### config.mk
export PLATFORM = sky130hd
export DESIGN_NAME = wmh_front
export DESIGN_NICKNAME = d
export VERILOG_FILES = /design/src/assert_macros.svh /design/src/wmh_pkg.sv /design/src/wmh_front.sv
export SDC_FILE = /design/constraint.sdc
export NUM_CORES = 1
export LEC_CHECK = 0
export BUFFER_PORTS_ARGS = -buffer_cell sky130_fd_sc_hd__buf_2
export CAP_MARGIN = 20
export CORE_MARGIN = 10
export CORE_UTILIZATION = 29
export CTS_CLUSTER_DIAMETER = 120
export DETAILED_ROUTE_END_ITERATION = 10
export GPL_TIMING_DRIVEN = 0
export PLACE_DENSITY_LB_ADDON = 0.05
export SETUP_SLACK_MARGIN = 0.05
export SKIP_LAST_GASP = 1
export SYNTH_ARGS = -nofsm -noshare
export SYNTH_HDL_FRONTEND = slang
export SYNTH_SLANG_ARGS = --single-unit
### constraint.sdc
create_clock -name i_clk -period 2.3 [get_ports i_clk]
set_input_delay 0 -clock i_clk [delete_from_list [all_inputs] [get_ports i_clk]]
set_output_delay 0 -clock i_clk [all_outputs]
set_load 0.02 [all_outputs]
### src/assert_macros.svh
// ----------------------------------------------------------------------------
// Assertion macros
// Shared concurrent assertion forms for the sketch core; empty in synthesis.
// ----------------------------------------------------------------------------
`ifndef ASSERT_MACROS_SVH
`define ASSERT_MACROS_SVH

`ifndef SYNTHESIS
// Same-cycle implication, checked at every rising edge out of reset.
`define ASSERT_IMPLY(label, clk, rst_n, pre, post) \
    label: assert property (@(posedge clk) disable iff (!rst_n) (pre) |-> (post)) \
        else $error("same-cycle implication failed");
// Next-cycle implication, checked at every rising edge out of reset.
`define ASSERT_NEXT(label, clk, rst_n, pre, post) \
    label: assert property (@(posedge clk) disable iff (!rst_n) (pre) |=> (post)) \
        else $error("next-cycle implication failed");
`else
`define ASSERT_IMPLY(label, clk, rst_n, pre, post)
`define ASSERT_NEXT(label, clk, rst_n, pre, post)
`endif

`endif

### src/wmh_pkg.sv
// ----------------------------------------------------------------------------
// wmh_pkg
// Types, widths and constants shared by the weighted MinHash sketch core.
// ----------------------------------------------------------------------------
package wmh_pkg;

    localparam int KeyW      = 64;
    localparam int WeightW   = 16;
    localparam int WordW     = 32;
    localparam int CountW    = 7;
    localparam int SlotOutW  = 6;
    localparam int CfgIdxW   = 8;
    localparam int CfgDataW  = 8;
    localparam int InDataW   = KeyW + WeightW;
    localparam int OutDataW  = 40;
    localparam int EntryW    = KeyW + WordW;

    localparam int ShiftA    = 21;
    localparam int ShiftB    = 35;
    localparam int ShiftC    = 4;

    localparam logic [KeyW-1:0]   BestMax          = {1'b0, {(KeyW-1){1'b1}}};
    localparam logic [CountW-1:0] HashCountReset   = 7'd64;
    localparam logic              UseWeightsReset  = 1'b1;

    localparam logic KIND_KEY   = 1'b0;
    localparam logic KIND_FLUSH = 1'b1;

    localparam logic [CfgIdxW-1:0] CFG_HASH_COUNT  = 8'd0;
    localparam logic [CfgIdxW-1:0] CFG_USE_WEIGHTS = 8'd1;

    // One queued job: a flush or a key with its effective weight (never zero).
    typedef struct packed {
        logic               flush;
        logic [KeyW-1:0]    key;
        logic [WeightW-1:0] weight;
    } t_job;

    // Live configuration seen by the back end.
    typedef struct packed {
        logic [CountW-1:0] slot_count;
    } t_cfg;

    function automatic logic [KeyW-1:0] xorshift_step(input logic [KeyW-1:0] x);
        logic [KeyW-1:0] a;
        logic [KeyW-1:0] b;
        a = x ^ (x << ShiftA);
        b = a ^ (a >> ShiftB);
        return b ^ (b << ShiftC);
    endfunction

endpackage

### src/wmh_front.sv
// ----------------------------------------------------------------------------
// wmh_front
// Configuration registers and input classification; pushes jobs to the queue.
// ----------------------------------------------------------------------------
module wmh_front #(
    parameter int MAX_SLOTS = 64
) (
    input  logic                           i_clk,
    input  logic                           i_rst_n,
    input  logic                           i_cfg_valid,
    output logic                           o_cfg_ready,
    input  logic [wmh_pkg::CfgIdxW-1:0]    i_cfg_index,
    input  logic [wmh_pkg::CfgDataW-1:0]   i_cfg_data,
    input  logic                           i_s_axis_tvalid,
    output logic                           o_s_axis_tready,
    input  logic [wmh_pkg::InDataW-1:0]    i_s_axis_tdata,
    input  logic                           i_s_axis_tuser,
    input  logic                           i_q_full,
    output logic                           o_q_push,
    output wmh_pkg::t_job                  o_q_job,
    output wmh_pkg::t_cfg                  o_cfg
);
    import wmh_pkg::*;

    localparam logic [CountW-1:0] MaxSlotsC = CountW'(MAX_SLOTS);

    logic [CountW-1:0]  r_hash_count;
    logic               r_use_weights;
    logic [CountW-1:0]  w_slots;
    logic [WeightW-1:0] w_weight;
    logic               w_flush;
    logic               w_skip;

    // Take nothing while reset is held.
    assign o_cfg_ready = i_rst_n;

    always_ff @(posedge i_clk) begin
        if (!i_rst_n) begin
            r_hash_count  <= HashCountReset;
            r_use_weights <= UseWeightsReset;
        end else if (i_cfg_valid) begin
            unique case (i_cfg_index)
                CFG_HASH_COUNT:  r_hash_count  <= i_cfg_data[CountW-1:0];
                CFG_USE_WEIGHTS: r_use_weights <= i_cfg_data[0];
                default: ;
            endcase
        end
    end

    // Clamp the slot count to the storage depth.
    assign w_slots  = (r_hash_count > MaxSlotsC) ? MaxSlotsC : r_hash_count;
    assign w_flush  = (i_s_axis_tuser == KIND_FLUSH);
    assign w_weight = r_use_weights ? i_s_axis_tdata[InDataW-1:KeyW] : WeightW'(1);
    // Drop keys that would touch nothing.
    assign w_skip   = !w_flush && ((w_weight == '0) || (w_slots == '0));

    assign o_s_axis_tready   = i_rst_n && !i_q_full;
    assign o_q_push          = i_s_axis_tvalid && o_s_axis_tready && !w_skip;
    assign o_q_job.flush     = w_flush;
    assign o_q_job.key       = i_s_axis_tdata[KeyW-1:0];
    assign o_q_job.weight    = w_weight;
    assign o_cfg.slot_count  = w_slots;

endmodule

==> results_dict.tcl <==
set metrics [dict create \
    run_status "completed" \
    synth_top_cells_by_area "sky130_fd_sc_hd__buf_4 46%, sky130_fd_sc_hd__dfxtp_1 15%, sky130_fd_sc_hd__and2_1 8.8%" \
    syn-cell-area_mm2 0.00107 \
    hpwlAfterDp_um 4850 \
    number_of_drc_markers_after_the_initial_detailed_route_iteration 18 \
    clockBufferDepth 2 \
    synth.yosys.warnings 0 \
    post_route_cells_drive_above_1_share_pct 73.6 \
    clock_latency_ns 0.22 \
    drcViolationCount 0 \
    die_area_mm2 0.00651 \
    grt_max_degree 11 \
    worst_setup_path_start_kind "flop" \
    antenna_found_initial 0 \
    yosys.area.top_type "sky130_fd_sc_hd__buf_4" \
    grt_pass1_wl_um 7160 \
    synth.cells.most_frequent "66 x sky130_fd_sc_hd__buf_4, 15 x sky130_fd_sc_hd__and2_1, 13 x sky130_fd_sc_hd__nand2_1" \
    routed_wire_length_per_instance_um 16.6 \
    top_usage_layer "met2" \
    ys.flop_type "sky130_fd_sc_hd__dfxtp_1" \
    totalNegativeSetupSlack_ns 0 \
    grt_use_met2_pct 27.1 \
    ctsHtreeMaxLevel 1 \
    final_hold_violation_count 0 \
    count_of_flip_flops_with_a_built_in_enable_after_synthesis 0 \
    drt_first_pass_iters 4 \
    max_cap_viol_count 0 \
    timing.final.ws_setup_ns 0.986 \
    floorplan.rows 21 \
    floorplan.core_area_mm2 0.00344 \
    cts-buffers-inserted 3 \
    ctsResizeCount 0 \
    required_ns 2.30 \
    n_fill_cell 362 \
    post-route-period-util_pct 57.1 \
    final_wl_um 5220 \
    layout-area-overhead-vs-synth_pct 68.7 \
    layout_min_cycle_time_ns 1.31 \
    timing.clock.skew_ns 0 \
    placement.io_buffers 127 \
    worst_pin_slew_ns 0.480 \
    clkTransAtPathRegs_ns 0.04 \
    floorplan.initialDensity_pct 31.0 \
    clock.fmax_ghz 0.761 \
    postSynthCellCount 139 \
    hold_path_startpoint "i_cfg_data[3]" \
    antenna-diode-count 0 \
    vdd_ir_max_mv 0.287 \
    yosys_register_bits 8 \
    postSynthNetCount 241 \
    grt_pass1_vias 1337 \
    preCtsSetupSlack_ns 0.848 \
    cts_root_buf "sky130_fd_sc_hd__clkbuf_8" \
    power.density_cell_area_mw_per_mm2 347 \
    globalplace.congestion 0.794 \
    crit_path_start "r_hash_count[6]" \
    grt-ovfl-total 0 \
    post-synth-top-count-cell "sky130_fd_sc_hd__buf_4" \
    hold_path.class "in2reg" \
    async_flop_share_pct 0 \
    cp.arrival_ns 1.31 \
    die_width_um 80.7 \
    reg2reg_from "r_use_weights" \
    synth.yosys.seq_area_share_pct 15.0 \
    cts_tree "built" \
    unrepaired_setup_endpoints_after_global_routing "false" \
    slew_violations 0 \
    multi_input_area_um2 394 \
    post-cts-setup-buffer-count 0 \
    gr-usage-met1_pct 12.0 \
    yosysUniqueCellTypes 17 \
    dr_total_vias 1264 \
    p_leak_nw 1.03 \
    avgViaCountPerCell 4.01 \
    globalRouteTotalUtil_pct 13.6 \
    grt.met3_usage_pct 7.13 \
    drt.antenna.violating_nets 0 \
    slew_headroom_pct 67.9 \
    num_io_pins 193 \
    seqCellArea_um2 160 \
    synth_top_area_share_pct 46.4 \
    overall_die_height_um 80.7 \
    path_max_fanout 9 \
    critPathCaptureType "output port" \
    clock-sinks 8 \
    setup-violations-final 0 \
    crit_type "reg2out" \
    fin_nets 373 \
    syn_area_per_cell_um2 7.69 \
    postCtsHoldBufs 0 \
]
logic make-up (layout without fill, tap and decap cells):
group / count (synthesis) / after routing / share of synthesized area (%)
compound gates: 2 / 2 / 1.76
buf+inv: 71 / 201 / 48.1
flops: 8 / 8 / 15.0
mux: 7 / 7 / 6.56
simple gates: 51 / 51 / 28.6
cell usage in the layout (no fill, tap or decap), drive strengths merged:
cell type	n
and2	15
buf	193
clkbuf	6
dfxtp	8
inv	2
mux2i	7
nand2	13
nand2b	2
nand3	1
nand3b	1
nor2b	9
nor3	1
nor4	7
o2111a	1
o31ai	1
or4	1
or4b	1
per-stage QoR:
| step | power (mW) | hold WS [ns] | instances | cell area, µm² | utilization, % |
|---|---|---|---|---|---|
| detailed placement | 0.470 | 0.222 | 312 | 1760 | 51.2 |
| global route | 0.660 | 0.0404 | 315 | 1800 | 52.4 |
| finish | 0.626 | 0.0268 | 315 | 1800 | 52.4 |
| floorplan | 0.355 | 0.0854 | 139 | 1070 | - |
| global placement | 0.469 | 0.222 | 312 | 1760 | 51.2 |
| CTS | 0.637 | 0.0239 | 315 | 1800 | 52.4 |
per-layer routing:
metal  wire length (µm)  vias to the layer above
li1                   -                      642
met1               1650                      528
met2               2840                       92
met3                730                        2
met4                  5                        0
met5                  0                        -
state kept, by name, summed over array words and instances (netlist names):
name	cells
r_hash_count	7
r_use_weights	1
power by group:
group	switching [mW]	leakage (nW)	internal, mW
Sequential	0.000214	0.0645	0.140
Clock	0.0495	0.0216	0.113
Combinational	0.168	0.942	0.155
Total	0.218	1.03	0.408
worst paths after layout:
check	endpoint	slack (ns)	cells past startpoint
max	o_q_push	0.99	4
min	r_hash_count[3]	0.03	3
max reg2reg	r_use_weights	1.33	3
min reg2reg	r_hash_count[3]	0.47	2
layout make-up:
type / count / area share (%)
multi-input combinational: 60 / 21.9
buffer: 69 / 28.1
clock buffer: 3 / 2.29
sequential: 8 / 8.88
tap: 46 / 3.19
timing repair buffer: 127 / 35.3
inverter: 2 / 0.416
worst max-delay path, cell delays in order, from the launching register on:
cell and delay (ns):
sky130_fd_sc_hd__dfxtp_1 0.39, sky130_fd_sc_hd__nor4_1 0.31, sky130_fd_sc_hd__nand2_1 0.09, sky130_fd_sc_hd__o2111a_1 0.14
sky130_fd_sc_hd__buf_2 0.16
Note: power is estimated with default switching activity, not from simulation.
