[src/assert_macros.svh]
// ----------------------------------------------------------------------------
// Assertion macros
// Shared concurrent assertion forms for the sketch core; empty in synthesis.
// ----------------------------------------------------------------------------
`ifndef ASSERT_MACROS_SVH
`define ASSERT_MACROS_SVH

`ifndef SYNTHESIS
// Same-cycle implication, checked at every rising edge out of reset.
`define ASSERT_IMPLY(label, clk, rst_n, pre, post) \
    label: assert property (@(posedge clk) disable iff (!rst_n) (pre) |-> (post)) \
        else $error("same-cycle implication failed");
// Next-cycle implication, checked at every rising edge out of reset.
`define ASSERT_NEXT(label, clk, rst_n, pre, post) \
    label: assert property (@(posedge clk) disable iff (!rst_n) (pre) |=> (post)) \
        else $error("next-cycle implication failed");
`else
`define ASSERT_IMPLY(label, clk, rst_n, pre, post)
`define ASSERT_NEXT(label, clk, rst_n, pre, post)
`endif

`endif

[src/wmh_pkg.sv]
// ----------------------------------------------------------------------------
// wmh_pkg
// Types, widths and constants shared by the weighted MinHash sketch core.
// ----------------------------------------------------------------------------
package wmh_pkg;

    localparam int KeyW      = 64;
    localparam int WeightW   = 16;
    localparam int WordW     = 32;
    localparam int CountW    = 7;
    localparam int SlotOutW  = 6;
    localparam int CfgIdxW   = 8;
    localparam int CfgDataW  = 8;
    localparam int InDataW   = KeyW + WeightW;
    localparam int OutDataW  = 40;
    localparam int EntryW    = KeyW + WordW;

    localparam int ShiftA    = 21;
    localparam int ShiftB    = 35;
    localparam int ShiftC    = 4;

    localparam logic [KeyW-1:0]   BestMax          = {1'b0, {(KeyW-1){1'b1}}};
    localparam logic [CountW-1:0] HashCountReset   = 7'd64;
    localparam logic              UseWeightsReset  = 1'b1;

    localparam logic KIND_KEY   = 1'b0;
    localparam logic KIND_FLUSH = 1'b1;

    localparam logic [CfgIdxW-1:0] CFG_HASH_COUNT  = 8'd0;
    localparam logic [CfgIdxW-1:0] CFG_USE_WEIGHTS = 8'd1;

    // One queued job: a flush or a key with its effective weight (never zero).
    typedef struct packed {
        logic               flush;
        logic [KeyW-1:0]    key;
        logic [WeightW-1:0] weight;
    } t_job;

    // Live configuration seen by the back end.
    typedef struct packed {
        logic [CountW-1:0] slot_count;
    } t_cfg;

    function automatic logic [KeyW-1:0] xorshift_step(input logic [KeyW-1:0] x);
        logic [KeyW-1:0] a;
        logic [KeyW-1:0] b;
        a = x ^ (x << ShiftA);
        b = a ^ (a >> ShiftB);
        return b ^ (b << ShiftC);
    endfunction

endpackage

[src/wmh_queue.sv]
// ----------------------------------------------------------------------------
// wmh_queue
// Two-entry job queue between the front end and the back end.
// ----------------------------------------------------------------------------
module wmh_queue (
    input  logic          i_clk,
    input  logic          i_rst_n,
    input  logic          i_push,
    input  wmh_pkg::t_job i_push_job,
    output logic          o_full,
    input  logic          i_pop,
    output wmh_pkg::t_job o_pop_job,
    output logic          o_empty
);
    import wmh_pkg::*;

    t_job       r_slot [2];
    logic       r_wr;
    logic       r_rd;
    logic [1:0] r_count;
    logic       w_push;
    logic       w_pop;

    assign o_full    = (r_count == 2'd2);
    assign o_empty   = (r_count == 2'd0);
    assign w_push    = i_push && !o_full;
    assign w_pop     = i_pop && !o_empty;
    assign o_pop_job = r_slot[r_rd];

    always_ff @(posedge i_clk) begin
        if (w_push) begin
            r_slot[r_wr] <= i_push_job;
        end
    end

    always_ff @(posedge i_clk) begin
        if (!i_rst_n) begin
            r_wr    <= 1'b0;
            r_rd    <= 1'b0;
            r_count <= 2'd0;
        end else begin
            if (w_push) begin
                r_wr <= ~r_wr;
            end
            if (w_pop) begin
                r_rd <= ~r_rd;
            end
            unique case ({w_push, w_pop})
                2'b10:   r_count <= r_count + 2'd1;
                2'b01:   r_count <= r_count - 2'd1;
                default: r_count <= r_count;
            endcase
        end
    end

endmodule

[config.mk]
export PLATFORM = sky130hd
export DESIGN_NAME = wmh_queue
export DESIGN_NICKNAME = d
export VERILOG_FILES = /design/src/assert_macros.svh /design/src/wmh_pkg.sv /design/src/wmh_queue.sv
export SDC_FILE = /design/constraint.sdc
export NUM_CORES = 1
export LEC_CHECK = 0
export ABC_AREA = 0
export BUFFER_PORTS_ARGS = -buffer_cell sky130_fd_sc_hd__buf_2
export CAP_MARGIN = 10
export CORE_MARGIN = 8
export CORE_UTILIZATION = 45
export DETAILED_ROUTE_END_ITERATION = 8
export GPL_ROUTABILITY_DRIVEN = 0
export PLACE_DENSITY = 0.7
export SETUP_SLACK_MARGIN = 0.1
export SYNTH_ARGS = -nofsm -noshare
export SYNTH_HDL_FRONTEND = slang
export SYNTH_SLANG_ARGS = --single-unit
[constraint.sdc]
create_clock -name i_clk -period 8.8 [get_ports i_clk]
set_input_delay 1.76 -clock i_clk [delete_from_list [all_inputs] [get_ports i_clk]]
set_output_delay 1.76 -clock i_clk [all_outputs]
set_load 0.05 [all_outputs]
==> flow_metrics.tcl, run 1 <==
set metrics [dict create \
    critPathCaptureType "primary output" \
    cts-root-buf "clkbuf_16" \
    rsz0062_at_grt "no" \
    cp.arrival_ns 2.20 \
    seqPwrFrac 0.401 \
    vias_per_cell 4.797 \
    drv_slew 0 \
    dp_hpwl_um 7328 \
    ctsResizeCount 0 \
    hp-class "reg -> reg" \
    grt_usage 0.1303 \
    layout_common_cells "buf_2 (167), edfxtp_1 (162), mux2_2 (81)" \
    relSlewSlack 0.2357 \
    required_ns 7.04 \
    power_per_cell_area_nw_per_um2 354.5 \
    ys_ff_latch 167 \
    syn_inst 278 \
    crit_path_start_kind "flop" \
    cts_made_buffers 17 \
    fp.dieW_um 132.0 \
    drt_iter0_drc 156 \
    syn_nets 364 \
    syn_area_per_cell_sq_um 21.79 \
    power_frac_clock 0.264 \
    wl_per_cell_um 17.28 \
    timing.final.hold_violations 0 \
    antenna_found_initial 0 \
    yosys_warnings 0 \
    vdd_drop_max_uv 251.2 \
    placed_cell_area_sq_um 7087 \
    seq_area_sq_um 4969 \
    synth.cell_area_sq_um 6058 \
    clkTransAtPathRegs_ns 0.06 \
    multi_input_area_sq_um 1042 \
    pin_count 168 \
    io_buffers 167 \
    fin_crit_ns 3.957 \
    finalCritPeriodShare 0.4496 \
    worstPathMaxFanout 81 \
    firstDrtPassIters 5 \
    tightest_slew_ns 1.147 \
    synthToLayoutAreaGrowth_pct 26.44 \
    grt_overflow 0 \
    wl_met2_um 5600 \
    cts_setup_buffers 0 \
    setup_tns_ns 0 \
    yosysSeqAreaShare 0.8195 \
    leakage_uw 0.002852 \
    fin_nets 542 \
    ant_nets 0 \
    die_y_um 132.0 \
    coreArea_sq_um 13190 \
    cts_tree "built" \
    clock_skew_ns 0.004385 \
    grt_pass1_vias 3525 \
    clkLatencyLatePin_ns 0.41 \
    num_antenna_cells 0 \
    drive_above_1_share 0.5949 \
    fillCellCount 1022 \
    top_layer_used "met4" \
    swShare 0.3707 \
    min-delay-start "r_wr$_SDFFE_PN0P_" \
    hold_buffers 0 \
    outcome "finished clean" \
    timing.rr.start "r_count[0]$_SDFFE_PN0P_" \
    final_common_cell "buf_2" \
    dieArea_sq_um 17430 \
    clockBufferDepth 2 \
    htreeDepth 4 \
    fmax_ghz 0.2527 \
    setup_viol 0 \
    power_frac_comb 0.335 \
    final_cell_area_sq_um 7660 \
    p_int_uw 1709 \
    power.switching_uw 1007 \
    dr_wl_met3_um 788 \
    start_util 0.4593 \
    row_count 42 \
    finish.utilization 0.5807 \
    cap_violations 0 \
    wirelength_um 11150 \
    grt_max_degree 82 \
    drc 0 \
    cts.sinks 167 \
    path_class "reg -> out" \
    vias 3094 \
    grt_pass1_wl_um 17600 \
    wl_met1_um 4556 \
    yosys.cell_types.count 18 \
]
[kinds of logic after synthesis]
logic type      Yosys count  synth area share
flops                   167            0.8195
buf+inv                  12          0.009293
fa+ha+maj                 1          0.002065
compound gates            5          0.005369
simple gates              9          0.008880
mux                      81            0.1506
xor+xnor                  3          0.004338
[final timing paths]
| kind | endpoint | cells after the start | slack, ns |
|---|---|---|---|
| max | o_pop_job[59] | 2 | 4.84 |
| min | r_wr$_SDFFE_PN0P_ | 2 | 0.51 |
| max reg2reg | r_slot[0][57]$_DFFE_PP_ | 5 | 6.30 |
| min reg2reg | r_wr$_SDFFE_PN0P_ | 2 | 0.51 |
[cells in the mapped netlist]
cell type    n  area share
a21boi_1     2      0.0025
and2_1       1      0.0010
and3_1       1      0.0010
buf_2        9      0.0074
dfxtp_1      5       0.017
edfxtp_1   162        0.80
ha_1         1      0.0021
inv_1        2      0.0012
inv_2        1     0.00062
mux2_2      81        0.15
nand2_1      1     0.00062
nand2b_2     1      0.0014
nor2_1       1     0.00062
nor2b_1      2      0.0021
o21a_1       1      0.0012
o21ai_0      2      0.0017
or3_1        2      0.0021
xnor2_1      3      0.0043
[layout make-up]
class | count | area share
Clock inverter | 10 | 0.01682
Inverter | 3 | 0.001633
Timing Repair Buffer | 168 | 0.1101
Sequential cell | 167 | 0.6486
Clock buffer | 22 | 0.05799
Multi-Input combinational cell | 99 | 0.1361
Tap cell | 176 | 0.02875
[metrics by stage]
| stage | std cells | total power [uW] | hold slack, ns | setup WS, ns |
|---|---|---|---|---|
| final | 645 | 2716 | 0.5113 | 4.843 |
| after floorplan | 278 | 1822 | 0.4570 | 4.633 |
| after detailed placement | 613 | 2030 | 0.4970 | 4.942 |
| after global routing | 645 | 2824 | 0.5660 | 4.731 |
| after global placement | 613 | 2021 | 0.4754 | 4.983 |
| after CTS | 645 | 2749 | 0.5112 | 4.805 |
[power by group through the flow]
stage / Clock [uW] / Sequential (uW) / Combinational, uW
after floorplan: 0 / 1050 / 776
after global placement: 0 / 1100 / 918
after detailed placement: 0 / 1110 / 921
after CTS: 732 / 1090 / 925
after global routing: 766 / 1110 / 953
final: 717 / 1090 / 910
[flip-flops by register name, indices dropped and copies added (netlist names), named ones only]
register	cells
r_slot	162
r_rd	1
r_count	2
r_wr	1
[routing by layer]
layer	track usage	up-vias
met5	0	-
met4	0.05743	0
met3	0.05716	21
met2	0.2223	110
met1	0.1368	1515
li1	-	1448
[critical path, stage by stage (launching register included)]
cell and delay [ns]:
dfxtp_4 1.02, mux2_2 0.43, buf_2 0.21
Note: power is estimated with default switching activity, not from simulation.
==> run 2, diff against run 1 <==
--- a/config.mk
+++ b/config.mk
@@ -5,14 +5,14 @@
 export SDC_FILE = /design/constraint.sdc
 export NUM_CORES = 1
 export LEC_CHECK = 0
-export ABC_AREA = 0
+export ABC_AREA = 1
 export BUFFER_PORTS_ARGS = -buffer_cell sky130_fd_sc_hd__buf_2
 export CAP_MARGIN = 10
 export CORE_MARGIN = 8
 export CORE_UTILIZATION = 45
 export DETAILED_ROUTE_END_ITERATION = 8
 export GPL_ROUTABILITY_DRIVEN = 0
-export PLACE_DENSITY = 0.7
+export PLACE_DENSITY = 0.72
 export SETUP_SLACK_MARGIN = 0.1
 export SYNTH_ARGS = -nofsm -noshare
 export SYNTH_HDL_FRONTEND = slang
==> constraint.sdc (replaced) <==
create_clock -name i_clk -period 3.48 [get_ports i_clk]
set_input_delay 0.696 -clock i_clk [delete_from_list [all_inputs] [get_ports i_clk]]
set_output_delay 0.696 -clock i_clk [all_outputs]
set_load 0.05 [all_outputs]
==> flow_metrics.tcl, run 2 <==
set metrics [dict create \
    tightest_slew_ns 0.7951 \
    largest_register_ffs 162 \
    syn_nets 378 \
    clock_skew_ns 0.005632 \
    antenna_found_initial 1 \
    ant_nets 0 \
    min-delay-start "i_push_job[57]" \
    clkLatencyLatePin_ns 0.42 \
    outcome "finished clean" \
    synthToLayoutAreaGrowth_pct 24.44 \
    syn_area_per_cell_sq_um 22.25 \
    grt_usage 0.1317 \
    worstPathMaxFanout 22 \
    path_class "reg -> out" \
    path_buf_inv 2 \
    synth_most_common_cell "edfxtp_1" \
    io_buffers 167 \
    dp.cells 640 \
    synth.cell_area_sq_um 6497 \
    placed_cell_area_sq_um 7475 \
    top_regs "r_slot: 162 flops, r_count: 2 flops" \
    crit_path_start_kind "flop" \
    wirelength_um 12110 \
    dieArea_sq_um 18540 \
    htreeDepth 4 \
    power_uw 6203 \
    vdd_drop_max_uv 372.0 \
    drc 0 \
    die_y_um 136.2 \
    clkTransAtPathRegs_ns 0.06 \
    drive_above_1_share 0.5840 \
    min_path_cells 1 \
    dp_hpwl_um 8323 \
    yosys_warnings 0 \
    setup_viol 0 \
    fmax_ghz 0.3680 \
    grt_max_degree 58 \
    finalCritPeriodShare 0.7809 \
    cts_tree "built" \
    grt_pass1_vias 3647 \
    timing.hold.ws_ns 0.4671 \
    yosys-top-cells-area "edfxtp_1 (75%), mux2_4 (18%), buf_12 (2.5%)" \
    syn_inst 292 \
    critPathTopFamily "flip-flops" \
    cp_cell_sequence "buf_4, mux2_4, buf_2" \
    drv_slew 0 \
    start_util 0.4539 \
    regMostFlops "r_slot" \
    reg2reg_depth 6 \
    synthArstFlopShare 0 \
    fin_crit_ns 2.717 \
    layout_common_cells "buf_2 (167), edfxtp_1 (162), mux2_4 (80)" \
    fp.dieW_um 136.2 \
    leakage_uw 0.003222 \
    synth-edff-count 162 \
    critPathCaptureType "primary output" \
    slowest_stage "dfxtp_4" \
    timing.rr.start "r_count[1]$_SDFFE_PN0P_" \
    row_count 44 \
    final_cell_area_sq_um 8085 \
    clockBufferDepth 2 \
    worst_r2r_endpoint "r_slot[1][8]$_DFFE_PP_" \
    wl_per_cell_um 18.01 \
    num_antenna_cells 0 \
    hold_buffers 0 \
    cts-root-buf "clkbuf_16" \
    synthTopCellsByCount "edfxtp_1 (162), mux2_4 (80), nor2_1 (12)" \
    vias 3229 \
    netlist.area_leader.share 0.7487 \
    grt_pass1_wl_um 18330 \
    coreArea_sq_um 14310 \
    critPathMaxStageDelay_ns 0.64 \
    fin_nets 561 \
    hp-class "in -> reg" \
    yosysSeqAreaShare 0.7641 \
    drt_iter0_drc 167 \
    cts.sinks 167 \
    ctsResizeCount 0 \
    final_common_cell "buf_2" \
    finalNonFillerCells 672 \
    yosys.cell_types.count 15 \
    yosys.area.top_type "edfxtp_1" \
    setup_tns_ns 0 \
    cts_setup_buffers 0 \
    cts_made_buffers 17 \
    grt_overflow 0 \
    firstDrtPassIters 4 \
    pin_count 168 \
    relSlewSlack 0.4699 \
    power_per_cell_area_nw_per_um2 767.2 \
    required_ns 2.78 \
    timing.final.hold_violations 0 \
    synth_flop_cell "edfxtp_1" \
    rsz0062_at_grt "no" \
    ys_ff_latch 167 \
    vias_per_cell 4.805 \
    holdPathEnd "r_slot[1][57]$_DFFE_PP_" \
    cp.arrival_ns 2.02 \
    cap_violations 0 \
    r2r_slack_ns 1.51 \
]
==> run 2: kinds of logic after synthesis <==
logic type                 Yosys count  synth area share
AOI/OAI and AO/OA                    2          0.001539
muxes                               81            0.1866
and+or+nand+nor                     23           0.01425
buffers and inverters               18           0.03158
DFF                                167            0.7641
adders and majority gates            1          0.001925
==> run 2: worst reg2reg max path: stages, from the launching register on <==
cell and delay, ns:
dfxtp_1 0.35, inv_1 0.06, nor2_1 0.17, nor2_1 0.10
nand2_1 0.11, clkinv_2 0.44, buf_12 0.41
==> run 2: per-layer routing <==
| layer | vias up | routed length (um) | global-route usage |
|---|---|---|---|
| met3 | 19 | 1008 | 0.05137 |
| met1 | 1591 | 4769 | 0.1415 |
| li1 | 1500 | - | - |
| met5 | - | 8 | 0 |
| met2 | 117 | 6057 | 0.2234 |
| met4 | 2 | 260 | 0.06406 |
==> run 2: report_power, final <==
part           leakage, uW  switching, uW  total (uW)  internal, uW
clock             0.000290            732        1930          1200
combinational      0.00138           1170        1720           553
sequential         0.00156           89.5        2550          2460
total              0.00322           1990        6200          4210
==> run 2: stage by stage <==
stage,utilization,setup slack (ns)
floorplan,-,0.5061
global placement,0.5222,1.215
detailed placement,0.5222,1.173
CTS,0.5649,0.7145
global route,0.5649,0.6560
finish,0.5649,0.7626
==> run 2: worst max path at each step <==
stage	from	cells past startpoint	to	slack, ns
after floorplan	i_push	4	r_slot[1][0]$_DFFE_PP_	0.51
after global placement	i_push	6	r_slot[0][3]$_DFFE_PP_	1.22
after detailed placement	flop	3	o_pop_job[78]	1.17
after CTS	flop	3	o_pop_job[78]	0.71
after global routing	flop	3	o_pop_job[79]	0.66
final	flop	3	o_pop_job[78]	0.76
==> run 2: area by class of cell <==
| cell class | instances | area [sq um] |
|---|---|---|
| Fill cell | 1158 | 6228 |
| Clock inverter | 13 | 177.7 |
| Timing Repair Buffer | 173 | 905.9 |
| Clock buffer | 19 | 432.9 |
| Sequential cell | 167 | 4969 |
| Tap cell | 184 | 230.2 |
| Inverter | 9 | 35.03 |
| Multi-Input combinational cell | 107 | 1335 |
